$ cat src/rtl/core/bglfb_pkg.sv
`default_nettype none
package bglfb_pkg;

  // command codes
  typedef enum logic [2:0] {
    OP_HEIGHT = 3'd0,
    OP_RANGE  = 3'd1,
    OP_DOT    = 3'd2,
    OP_CLEAR  = 3'd3,
    OP_PIXEL  = 3'd4,
    OP_SHOW   = 3'd5
  } op_t;

  // geometry of the bar graph
  localparam int unsigned ROW_COUNT    = 20;
  localparam int unsigned WORD_WIDTH   = 16;
  localparam int unsigned NIBBLE_SHIFT = 4;
  localparam logic [3:0]  BAR_COUNT    = 4'd10;
  localparam logic [3:0]  BAR_SPLIT    = 4'd6;   // bars from here use the upper nibble
  localparam logic [3:0]  HI_WORD_BASE = 4'd10;  // 8+2: first word of the top-row group
  localparam logic [3:0]  HI_WORD_WRAP = 4'd4;   // base for bars 6..9 (10 - 6)
  localparam logic [7:0]  MAX_ROW      = 8'd19;
  localparam logic [7:0]  HEIGHT_MAX   = 8'd20;
  localparam logic [7:0]  HEIGHT_LIMIT = 8'd127;

  // controller -> datapath
  typedef struct packed {
    logic capture;  // latch a new transaction
    logic rd_lo;    // read the lower-row word of the bar
    logic wr_lo;    // write lower-row word, read top-row word
    logic wr_hi;    // write top-row word
    logic show;     // read one word of the show run
  } cmd_t;

  // datapath -> controller
  typedef struct packed {
    logic op_show;   // incoming transaction is a show
    logic op_draw;   // incoming transaction changes the buffer
    logic show_end;  // show counter at the last word
  } stat_t;

endpackage
`default_nettype wire

$ cat src/rtl/core/bglfb_dpath.sv
`default_nettype none
module bglfb_dpath #(
  parameter int unsigned WORD_COUNT = 16,
  localparam int unsigned IDX_W = $clog2(WORD_COUNT)
) (
  input  wire logic                                  clk,
  input  wire logic                                  rst,
  input  wire bglfb_pkg::cmd_t                       cmd,
  output bglfb_pkg::stat_t                           stat,
  input  wire logic [2:0]                            opcode,
  input  wire logic [3:0]                            column,
  input  wire logic [7:0]                            level,
  input  wire logic [7:0]                            bottom,
  input  wire logic                                  pixel_value,
  output logic                                       strobe,
  output logic [IDX_W-1:0]                           word_index,
  output logic [bglfb_pkg::WORD_WIDTH-1:0]           word_value,
  output logic                                       last
);

  localparam int unsigned RC = bglfb_pkg::ROW_COUNT;
  localparam int unsigned WW = bglfb_pkg::WORD_WIDTH;

  // frame buffer with per-word valid bits (invalid reads as zero)
  logic [WW-1:0]         mem [WORD_COUNT];
  logic [WORD_COUNT-1:0] vld;
  logic [WW-1:0]         rdata;

  // captured transaction; masks are indexed by row counted from the bottom
  logic [3:0]    bar_q;
  logic [RC-1:0] aff_q;
  logic [RC-1:0] on_q;
  logic [IDX_W-1:0] cnt;

  logic [RC-1:0] aff_d;
  logic [RC-1:0] on_d;
  logic [4:0]    h;
  logic [4:0]    top5;
  logic [4:0]    bot5;
  logic [4:0]    top_plus;
  logic [RC:0]   upto;
  logic [RC-1:0] lowm;

  logic [IDX_W-1:0] lo_addr;
  logic [IDX_W-1:0] hi_addr;
  logic [IDX_W-1:0] raddr;
  logic [IDX_W-1:0] waddr;
  logic             re;
  logic             we;
  logic [WW-1:0]    wdata;
  logic [WW-1:0]    hi_aff;
  logic [WW-1:0]    hi_on;

  // decode of the incoming transaction
  always_comb begin
    stat.op_show  = (opcode == bglfb_pkg::OP_SHOW);
    stat.op_draw  = (opcode <= bglfb_pkg::OP_PIXEL) && (column < bglfb_pkg::BAR_COUNT);
    stat.show_end = (cnt == IDX_W'(WORD_COUNT - 1));
  end

  // clamped operands
  always_comb begin
    if (level > bglfb_pkg::HEIGHT_LIMIT) begin
      h = 5'd0;
    end else if (level > bglfb_pkg::HEIGHT_MAX) begin
      h = bglfb_pkg::HEIGHT_MAX[4:0];
    end else begin
      h = level[4:0];
    end
    top5 = (level > bglfb_pkg::MAX_ROW) ? bglfb_pkg::MAX_ROW[4:0] : level[4:0];
    bot5 = (bottom > bglfb_pkg::MAX_ROW) ? bglfb_pkg::MAX_ROW[4:0] : bottom[4:0];
    if (bot5 > top5) begin
      bot5 = top5;
    end
    top_plus = top5 + 5'd1;
    upto     = (RC+1)'(1) << top_plus;
    upto     = upto - (RC+1)'(1);
    lowm     = (RC'(1) << bot5) - RC'(1);
  end

  // lit and touched rows for each command
  always_comb begin
    aff_d = '0;
    on_d  = '0;
    unique case (bglfb_pkg::op_t'(opcode))
      bglfb_pkg::OP_HEIGHT: begin
        aff_d = '1;
        on_d  = RC'((RC+1)'((RC+1)'(1) << h) - (RC+1)'(1));
      end
      bglfb_pkg::OP_RANGE: begin
        aff_d = '1;
        on_d  = upto[RC-1:0] & ~lowm;
      end
      bglfb_pkg::OP_DOT: begin
        aff_d = RC'(1) << top5;
        on_d  = aff_d;
      end
      bglfb_pkg::OP_CLEAR: begin
        aff_d = '1;
      end
      bglfb_pkg::OP_PIXEL: begin
        if (level <= bglfb_pkg::MAX_ROW) begin
          aff_d = RC'(1) << (bglfb_pkg::MAX_ROW[4:0] - level[4:0]);
          on_d  = pixel_value ? aff_d : '0;
        end
      end
      default: begin
        aff_d = '0;
        on_d  = '0;
      end
    endcase
  end

  // transaction capture and show counter
  always_ff @(posedge clk) begin
    if (cmd.capture) begin
      bar_q <= column;
      aff_q <= aff_d;
      on_q  <= on_d;
    end
  end

  always_ff @(posedge clk) begin
    if (rst) begin
      cnt <= '0;
    end else if (cmd.capture) begin
      cnt <= '0;
    end else if (cmd.show) begin
      cnt <= cnt + IDX_W'(1);
    end
  end

  // word addresses of the bar: rows 4..19 (from the top) in word bar, rows 0..3 in a top-row group word
  always_comb begin
    lo_addr = IDX_W'(bar_q);
    if (bar_q < bglfb_pkg::BAR_SPLIT) begin
      hi_addr = IDX_W'(bar_q + bglfb_pkg::HI_WORD_BASE);
      hi_aff  = WW'(aff_q[RC-1:WW]);
      hi_on   = WW'(on_q[RC-1:WW]);
    end else begin
      hi_addr = IDX_W'(bar_q + bglfb_pkg::HI_WORD_WRAP);
      hi_aff  = WW'(aff_q[RC-1:WW]) << bglfb_pkg::NIBBLE_SHIFT;
      hi_on   = WW'(on_q[RC-1:WW]) << bglfb_pkg::NIBBLE_SHIFT;
    end
  end

  // memory port selection and read-modify-write merge
  always_comb begin
    re    = cmd.rd_lo | cmd.wr_lo | cmd.show;
    raddr = cmd.rd_lo ? lo_addr : (cmd.wr_lo ? hi_addr : cnt);
    we    = cmd.wr_lo | cmd.wr_hi;
    waddr = cmd.wr_lo ? lo_addr : hi_addr;
    if (cmd.wr_lo) begin
      wdata = (rdata & ~aff_q[WW-1:0]) | (on_q[WW-1:0] & aff_q[WW-1:0]);
    end else begin
      wdata = (rdata & ~hi_aff) | (hi_on & hi_aff);
    end
  end

  // frame buffer storage
  always_ff @(posedge clk) begin
    if (we) begin
      mem[waddr] <= wdata;
    end
    if (re) begin
      rdata <= vld[raddr] ? mem[raddr] : '0;
    end
  end

  always_ff @(posedge clk) begin
    if (rst) begin
      vld <= '0;
    end else if (we) begin
      vld[waddr] <= 1'b1;
    end
  end

  // result registers
  always_ff @(posedge clk) begin
    if (rst) begin
      strobe <= 1'b0;
      last   <= 1'b0;
    end else begin
      strobe <= cmd.show;
      last   <= cmd.show & stat.show_end;
    end
  end

  always_ff @(posedge clk) begin
    if (cmd.show) begin
      word_index <= cnt;
    end
  end

  assign word_value = rdata;

endmodule
`default_nettype wire

$ cat src/rtl/core/bglfb_ctrl.sv
`default_nettype none
module bglfb_ctrl (
  input  wire logic             clk,
  input  wire logic             rst,
  input  wire logic             start,
  input  wire bglfb_pkg::stat_t stat,
  output logic                  busy,
  output bglfb_pkg::cmd_t       cmd
);

  typedef enum logic [2:0] {
    ST_IDLE,
    ST_RD_LO,
    ST_WR_LO,
    ST_WR_HI,
    ST_SHOW
  } state_t;

  state_t state;

  // commands to the datapath
  always_comb begin
    cmd.capture = start & ~busy;
    cmd.rd_lo   = (state == ST_RD_LO);
    cmd.wr_lo   = (state == ST_WR_LO);
    cmd.wr_hi   = (state == ST_WR_HI);
    cmd.show    = (state == ST_SHOW);
  end

  // sequencer: draw is read/write of two words, show walks the buffer
  always_ff @(posedge clk) begin
    if (rst) begin
      state <= ST_IDLE;
      busy  <= 1'b0;
    end else begin
      unique case (state)
        ST_IDLE: begin
          if (start && stat.op_show) begin
            state <= ST_SHOW;
            busy  <= 1'b1;
          end else if (start && stat.op_draw) begin
            state <= ST_RD_LO;
            busy  <= 1'b1;
          end
        end
        ST_RD_LO: begin
          state <= ST_WR_LO;
        end
        ST_WR_LO: begin
          state <= ST_WR_HI;
        end
        ST_WR_HI: begin
          state <= ST_IDLE;
          busy  <= 1'b0;
        end
        ST_SHOW: begin
          if (stat.show_end) begin
            state <= ST_IDLE;
            busy  <= 1'b0;
          end
        end
        default: begin
          state <= ST_IDLE;
          busy  <= 1'b0;
        end
      endcase
    end
  end

endmodule
`default_nettype wire

$ cat src/rtl/core/bar_graph_led_frame_buffer.sv
`default_nettype none
// Frame buffer for a 10-bar, 20-LED bar graph (sixteen 16-bit driver words).
// Command channel: a transaction is taken at a rising edge with start high
// and busy low; opcode selects bar height, bar range, dot, clear bar,
// pixel write or show, with column, level, bottom and pixel_value as
// operands.
// Drawing commands return nothing. Each one does a read-modify-write of the
// bar's two words through the single write port of the buffer: busy is high
// through the read and both writes; no command is taken meanwhile. Commands
// with a bar above 9 or an unused opcode are taken and leave busy low.
// Show: busy is high during the reads, one buffer read per cycle. The first
// word is on the result ports from the edge after the accepting edge, one
// word per cycle, all 16 words, each marked by strobe for one cycle; last is
// high on word 15.
// Results cannot be held off by the receiver. The next command may be
// taken while the final word is on the result ports.
// Reset (rst, synchronous) clears the controller and marks every buffer
// word as zero at once; commands are taken right after reset.
module bar_graph_led_frame_buffer #(
  parameter int unsigned WORD_COUNT = 16,
  localparam int unsigned IDX_W = $clog2(WORD_COUNT)
) (
  input  wire logic                        clk,
  input  wire logic                        rst,
  input  wire logic                        start,
  output logic                             busy,
  input  wire logic [2:0]                  opcode,
  input  wire logic [3:0]                  column,
  input  wire logic [7:0]                  level,
  input  wire logic [7:0]                  bottom,
  input  wire logic                        pixel_value,
  output logic                             strobe,
  output logic [IDX_W-1:0]                 word_index,
  output logic [bglfb_pkg::WORD_WIDTH-1:0] word_value,
  output logic                             last
);

  bglfb_pkg::cmd_t  cmd;
  bglfb_pkg::stat_t stat;

  bglfb_ctrl u_ctrl (
    .clk   (clk),
    .rst   (rst),
    .start (start),
    .stat  (stat),
    .busy  (busy),
    .cmd   (cmd)
  );

  bglfb_dpath #(
    .WORD_COUNT (WORD_COUNT)
  ) u_dpath (
    .clk         (clk),
    .rst         (rst),
    .cmd         (cmd),
    .stat        (stat),
    .opcode      (opcode),
    .column      (column),
    .level       (level),
    .bottom      (bottom),
    .pixel_value (pixel_value),
    .strobe      (strobe),
    .word_index  (word_index),
    .word_value  (word_value),
    .last        (last)
  );

  // a show run starts at word 0 and ends on the final word
  a_run_start: assert property (@(posedge clk) disable iff (rst)
    $rose(strobe) |-> (word_index == '0))
    else $error("show run does not start at word 0");

  a_last_word: assert property (@(posedge clk) disable iff (rst)
    last |-> (strobe && (word_index == IDX_W'(WORD_COUNT - 1))))
    else $error("last flag off the final word");

  // words of a run come back to back
  a_run_gapless: assert property (@(posedge clk) disable iff (rst)
    (strobe && !last) |=> (strobe && (word_index == $past(word_index) + IDX_W'(1))))
    else $error("gap or skip in show run");

  // no results while idle apart from the tail of a run
  a_no_stray: assert property (@(posedge clk) disable iff (rst)
    (strobe && !last) |-> busy)
    else $error("result outside a show run");

endmodule
`default_nettype wire

$ cat config.mk
export PLATFORM = sky130hd
export DESIGN_NAME = bar_graph_led_frame_buffer
export DESIGN_NICKNAME = d
export VERILOG_FILES = /design/src/rtl/core/bglfb_pkg.sv /design/src/rtl/core/bglfb_dpath.sv /design/src/rtl/core/bglfb_ctrl.sv /design/src/rtl/core/bar_graph_led_frame_buffer.sv
export SDC_FILE = /design/constraint.sdc
export NUM_CORES = 1
export LEC_CHECK = 0
export ABC_AREA = 0
export BUFFER_PORTS_ARGS = -buffer_cell sky130_fd_sc_hd__buf_2
export CORE_ASPECT_RATIO = 0.7
export CORE_MARGIN = 3
export CORE_UTILIZATION = 30
export CTS_CLUSTER_DIAMETER = 150
export DETAILED_ROUTE_END_ITERATION = 10
export PLACE_DENSITY = 0.51
export SYNTH_ARGS = -nofsm -noshare
export SYNTH_HDL_FRONTEND = slang
export SYNTH_HIERARCHICAL = 1
export SYNTH_SLANG_ARGS = --single-unit
$ cat constraint.sdc
create_clock -name clk -period 4.4 [get_ports clk]
set_input_delay 0.22 -clock clk [delete_from_list [all_inputs] [get_ports clk]]
set_output_delay 0.22 -clock clk [all_outputs]
set_load 0.005 [all_outputs]
==> reports/results.tsv, run 1 <==
metric	value	unit
outcome	complete, no violations	
total number of H-tree levels	2	
overall power consumption	0.008293	W
sequential cell area fraction in the yosys report	61.25	%
worst-path fanout max	5	
die extent in y	202.5	um
adder-cell area share of the yosys netlist	0.9834	%
count of final max-slew check failures	0	
multiplexer area fraction after synthesis	12.66	%
CTS max path bufs	3	
number of max-capacitance violations reported	0	
Critical Path AT	4.16	ns
via/cell ratio	5.324	
number of placed I/O pins	50	
power density relative to cell area	430.2	mW/mm^2
via count of the first global-routing pass	10950	
final non-filler cell total	2137	
Routed Antenna Nets	0	
type of the setup path with the least slack	in2reg	
CTS Sinks	346	
Clk Latency, worst-skew pair	0.51	ns
horizontal die dimension	286.6	um
share of the core filled with cells in the final layout	35.63	%
number of library cell types mapped by synthesis	88	
number of DRC violations after detailed routing	0	
first-pass GRT wire length	76450	um
Worst Clk Skew	0.01398	ns
Syn-to-layout area delta	16.55	%
net count of the mapped netlist	1318	
capturing element type of the critical path	register	
total CTS buffers	34	
detailed-routing iteration count for the pre-antenna-repair pass	5	
Final min period	3.945	ns
max frequency	0.2535	GHz
Nets	1424	
worst hold-check path type	in2reg	
Yosys Warn Count	6	
Post-Synth Simple-Gate Area	10.48	%
TritonCTS clock tree	yes	
GP Congestion	0.9948	
number of antenna violations at the first check in global routing	1	
Most used DFF post-synth	edfxtp_1	
number of placement rows	71	
sort of element at the start of the critical path	input port	
gate count after technology mapping	1278	
fraction of the cycle the final worst path needs	89.66	%
number of enable flip-flop cells after synthesis	320	
worst max-slew margin expressed relative to the limit	16.29	%
flip-flop and latch count after synthesis	346	
final setup violation count	0	
area of the mapped netlist	0.01654	sq mm
fraction of registers with async set or reset after synthesis	0	%
Worst EP required	4.62	ns
All-Layer GR Usage	17.81	%
port buffer count	49	
global-route congestion overflow total	0	
Pleak	6.436	nW
maximum vdd drop	0.1971	mV
share of final-layout standard cells stronger than drive strength 1	20.61	%
RSZ-0062 raised after global routing	no	
core area	0.05410	sq mm
post-synthesis compound-gate area fraction	11.26	%
worst slew pin tran	1.256	ns
dominant combinational cell family by area after synthesis	multiplexers	
Inserted Diodes	0	
total instance count after detailed placement	2074	
Clock Root Buffer	clkbuf_16	
pre-CTS worst setup slack	-0.03690	ns
DR vias	11380	
starting DRC count in detailed routing	1279	
Post-CTS Setup Bufs	0	
pin count of the biggest net entering global routing	89	
XOR/XNOR Fraction of Synth Area	0.7943	%
clock transition at the registers of the reported paths	0.06	ns
total negative slack for setup checks	0	ns
Final HPWL DP	35610	um
Total Die Area	0.05803	sq mm
Routed WL	52370	um
average instance area after synthesis	12.94	sq um
Worst Slack Setup Final	0.4548	ns
wire length per cell	24.51	um
effective utilization at floorplan	30.57	%
final hold vios	0	
[timing repair]
item	CTS	global route
hold buffers	4	0
endpoints found under the hold margin	4	0
resized for setup	0	0
[placed cells by master, fill, tap and decap left out, types with 5 or more instances in the layout]
cell	n
o211ai_1	41
mux2_2	43
clkinv_1	9
dfxtp_1	26
and2_1	10
nor3_1	30
a311oi_1	8
o2111ai_1	9
or3_1	9
edfxtp_1	320
a22oi_1	20
nor2b_1	6
xnor2_1	13
nor2_1	70
ha_1	12
clkbuf_16	35
o31ai_1	6
nand2_1	119
clkbuf_1	7
a21boi_0	13
buf_2	49
and3_1	10
a31oi_1	25
nand2b_1	9
a21oi_1	42
nand4_1	9
buf_4	90
mux2i_1	148
inv_1	12
o22ai_1	5
o21ai_0	37
nand3_1	24
[registers in the layout (all words and copies together) (netlist names), 4 cells and up]
register            flops
u_dpath/aff_q          20
u_dpath/on_q           20
u_dpath/vld            16
u_dpath/mem           256
u_dpath/word_index      4
u_dpath/word_value     16
u_dpath/cnt             4
u_dpath/bar_q           4
[stage by stage]
| step | hold slack [ns] | area (sq um) |
|---|---|---|
| 2_1_floorplan | 0.2917 | 16590 |
| 3_3_place_gp | 0.4020 | 18220 |
| 3_5_place_dp | 0.4041 | 18220 |
| 4_1_cts | 0.01928 | 19270 |
| 5_1_grt | 0.04987 | 19280 |
| 6_report | 0.04034 | 19280 |
[cells in the mapped netlist, types with 10 or more instances]
cell / instances / area, sq um
xnor2_1: 13 / 113.9
o211ai_1: 41 / 307.8
mux2_2: 43 / 484.2
mux2i_1: 148 / 1481
a21boi_0: 13 / 97.59
ha_1: 13 / 162.7
inv_1: 13 / 48.80
edfxtp_1: 320 / 9609
o21ai_0: 38 / 190.2
and3_1: 10 / 62.56
a31oi_1: 25 / 156.4
buf_2: 29 / 145.1
a21oi_1: 43 / 215.2
dfxtp_1: 26 / 520.5
nor2b_1: 10 / 62.56
a22oi_1: 20 / 150.1
nor2_1: 74 / 277.8
and2_1: 10 / 62.56
nand3_1: 25 / 125.1
nand2b_1: 10 / 62.56
clkbuf_1: 34 / 127.6
nand2_1: 120 / 450.4
nor3_1: 32 / 160.2
[per-layer routing]
metal / routed length, um / GRT usage (%) / part of all wire, %
met3: 4738 / 5.208 / 9.0
met4: 583 / 2.538 / 1.1
met2: 19790 / 22.96 / 38
met5: 0 / 0 / 0
met1: 27260 / 29.16 / 52
[path summary, 6_finish.rpt]
| check | cells after the start | slack (ns) | startpoint | to |
|---|---|---|---|---|
| setup / recovery | 18 | 0.45 | level[6] | u_dpath/on_q[14] |
| hold / removal | 3 | 0.04 | start | u_ctrl/state[0] |
| setup reg to reg | 8 | 1.05 | u_ctrl/state[1] | u_dpath/word_value[3] |
| hold reg to reg | 2 | 0.47 | u_dpath/vld[3] | u_dpath/vld[3] |
[power breakdown]
group	leakage, nW	internal (W)	total [W]	switching, W
Sequential	3.15	0.00392	0.00401	0.0000868
Clock	0.494	0.00152	0.00272	0.00120
Combinational	2.79	0.000528	0.00156	0.00104
Total	6.44	0.00597	0.00829	0.00232
[cells by family after synthesis]
logic type | Yosys count
buffers and inverters | 93
adders and majority gates | 13
xor gates and xnor gates | 15
AOI/OAI and AO/OA | 266
DFF | 346
muxes | 197
and+or+nand+nor | 348
[worst max-delay path, stage by stage]
cell and delay (ns):
buf_2 0.10, or3_1 0.53, nor2_8 0.16, nand2_1 0.09
ha_1 0.35, o21ai_1 0.24, o221a_4 0.30, nor2_4 0.06
or3_1 0.37, o21ai_0 0.11, nand2_1 0.09, ha_1 0.23
o21ai_0 0.08, nor4_1 0.09, or2_2 0.36, o311a_1 0.30
o311ai_1 0.27, o2111ai_1 0.21
[cell type report]
| type | count | area, sq um |
|---|---|---|
| fill | 5249 | 34820 |
| sequential | 346 | 10130 |
| multi-input combinational | 839 | 6110 |
| timing repair buffer | 147 | 1041 |
| tap | 730 | 913.4 |
| clock buffer | 42 | 902.1 |
| clock inverter | 17 | 115.1 |
| inverter | 16 | 66.31 |
Power figures use the tool's default switching activity.
==> run 2, diff against run 1 <==
- BUFFER_PORTS_ARGS: -buffer_cell sky130_fd_sc_hd__buf_2 -> not set
- DONT_BUFFER_PORTS: not set -> 1
- PLACE_DENSITY: 0.51 -> 0.5
==> run 2 against run 1 <==
Final cell count fell by 3.2%. Total power up 0.64%. Routed wire length is 1.0% lower. Design area down 1.8%. Maximum frequency increased by 2.9%. Worst setup slack improved by 0.11 ns. Via count decreased by 1.2%. Sequential cell count is the same. Die area is the same. Clock power rose by 5%. Global-route usage fell by 0.25 points. Sequential share of layout area up 0.94 points. Largest cell class unchanged.
==> reports/results.tsv, run 2 (synthesis gave the netlist of run 1 again) <==
metric	value	unit	change
Post-CTS Setup Bufs	0		unchanged
All-Layer GR Usage	17.56	%	-0.25 points
number of DRC violations after detailed routing	0		unchanged
effective utilization at floorplan	30.57	%	unchanged
TritonCTS clock tree	yes		
total CTS buffers	34		unchanged
Largest regs	u_dpath/mem x256, u_dpath/aff_q x20, u_dpath/on_q x20		
GP Congestion	0.9542		-4.1%
pre-CTS worst setup slack	0.1048	ns	+0.1417 ns
Clock Root Buffer	clkbuf_16		
Worst Slack Setup Final	0.5678	ns	+0.1130 ns
leading cell types in the layout, fill and taps excluded	320 x edfxtp_1, 148 x mux2i_1, 119 x nand2_1		
Final HPWL DP	34690	um	-2.6%
Nets	1357		-4.7%
Pleak	6.156	nW	-4.4%
fraction of the cycle the final worst path needs	87.10	%	-2.6 points
Syn-to-layout area delta	14.49	%	
sort of element at the start of the critical path	input port		
RSZ-0062 raised after global routing	no		
detailed-routing iteration count for the pre-antenna-repair pass	5		unchanged
Largest register FFs	256		unchanged
outcome	complete, no violations		
total negative slack for setup checks	0	ns	unchanged
worst max-slew margin expressed relative to the limit	10.23	%	-6.1 points
clock transition at the registers of the reported paths	0.06	ns	about the same
Total Die Area	0.05803	sq mm	unchanged
core area	0.05410	sq mm	unchanged
wire length per cell	25.05	um	+2.2%
worst slew pin tran	1.347	ns	+0.09090 ns
Inserted Diodes	0		unchanged
Routed Antenna Nets	0		unchanged
DR vias	11240		-1.2%
Final min period	3.832	ns	-0.1130 ns
number of placement rows	71		unchanged
maximum vdd drop	0.2331	mV	+18%
Critical Path AT	4.06	ns	-0.10 ns
register containing the most flip-flops in the final layout	u_dpath/mem		
Routed WL	51840	um	-1.0%
capturing element type of the critical path	register		
number of placed I/O pins	50		unchanged
via/cell ratio	5.431		+2.0%
leading cell type in the layout, fill and taps excluded	edfxtp_1		
CTS Sinks	346		unchanged
share of final-layout standard cells stronger than drive strength 1	16.28	%	-4.3 points
horizontal die dimension	286.6	um	unchanged
CTS max path bufs	3		unchanged
Worst Clk Skew	0.01332	ns	-0.0006526 ns
worst hold path stage count	3		unchanged
max frequency	0.2609	GHz	+2.9%
first-pass GRT wire length	74870	um	-2.1%
share of the core filled with cells in the final layout	35.00	%	-0.63 points
beginning of the worst register-to-register path	u_ctrl/state[1]		
via count of the first global-routing pass	10580		-3.3%
starting DRC count in detailed routing	1382		+8.1%
worst-path fanout max	6		+1
type of the setup path with the least slack	in2reg		
die extent in y	202.5	um	unchanged
total number of H-tree levels	2		unchanged
startpoint of the lowest-slack hold path	level[2]		
overall power consumption	0.008346	W	+0.64%
global-route congestion overflow total	0		unchanged
final hold vios	0		unchanged
number of max-capacitance violations reported	0		unchanged
pin count of the biggest net entering global routing	87		-2.2%
R2R Setup Slk	0.78	ns	-0.27 ns
Worst EP required	4.63	ns	about the same
worst flop-to-flop path endpoint	u_dpath/word_value[5]		
port buffer count	0		-100%
number of antenna violations at the first check in global routing	1		unchanged
cells on worst reg2reg path	7		-1
PostCTS Resize Cnt	0		unchanged
power density relative to cell area	440.7	mW/mm^2	+2.4%
worst hold-check path type	in2reg		
final setup violation count	0		unchanged
Clk Latency, worst-skew pair	0.52	ns	about the same
Hold EP	u_dpath/aff_q[0]		
count of final max-slew check failures	0		unchanged
==> run 2: how the worst max path moves through the flow <==
| stage | to | start | slack [ns] | cells after the start |
|---|---|---|---|---|
| floorplan | u_dpath/on_q[12] | level[3] | 0.05 | 21 |
| global placement | u_dpath/on_q[12] | level[6] | 0.17 | 17 |
| detailed placement | u_dpath/on_q[12] | level[6] | 0.10 | 16 |
| CTS | u_dpath/on_q[12] | level[6] | 0.63 | 16 |
| global route | u_dpath/on_q[14] | level[6] | 0.35 | 17 |
| finish | u_dpath/on_q[12] | level[6] | 0.57 | 16 |
==> run 2: report_power, final <==
part	leakage, nW	internal, W	total [W]	switching [W]
combinational	2.49	0.000489	0.00145	0.000966
sequential	3.15	0.00392	0.00403	0.000106
clock	0.512	0.00163	0.00286	0.00123
total	6.16	0.00604	0.00835	0.00230
==> run 2: area by class of cell <==
cell class | instances | area (sq um)
Clock inverter | 16 | 156.4
Inverter | 16 | 66.31
Timing Repair Buffer | 80 | 663.1
Sequential cell | 346 | 10130
Clock buffer | 42 | 902.1
Multi-Input combinational cell | 839 | 6106
Fill cell | 5256 | 35160
Tap cell | 730 | 913.4
==> run 2: worst max-delay path, stage by stage <==
cell	delay (ns)
or3_1	0.49
nor2_8	0.15
nand2_1	0.15
ha_1	0.36
nand4_1	0.18
o221a_4	0.35
o21ai_2	0.20
nand2_1	0.12
or3_1	0.32
ha_1	0.22
o21ai_0	0.08
nor4_1	0.09
or2_2	0.35
or4bb_1	0.52
o2111ai_1	0.11
o2111ai_1	0.14
==> run 2: per-stage QoR <==
step / area (sq um) / hold slack [ns] / std cells
finish: 18940 / 0.04624 / 2069
global route: 18940 / 0.01336 / 2069
CTS: 18940 / 0.002657 / 2069
detailed placement: 17780 / 0.2963 / 2001
global placement: 17780 / 0.2962 / 2001
floorplan: 16590 / 0.2917 / 1278
==> run 2: routing by layer <==
metal | global-route usage, % | wire [um] | vias to the layer above | part of all wire, %
li1 | - | - | 5036 | -
met1 | 29.15 | 26980 | 5695 | 52
met2 | 21.17 | 18780 | 456 | 36
met3 | 6.004 | 5341 | 48 | 10
met4 | 2.812 | 603 | 2 | 1.2
met5 | 1.750 | 139 | - | 0.27
==> run 2: repair_timing <==
item / 4_1_cts / 5_1_grt
hold buffers: 10 / 0
setup endpoints to repair: 0 / 0
endpoints found under the hold margin: 36 / 0
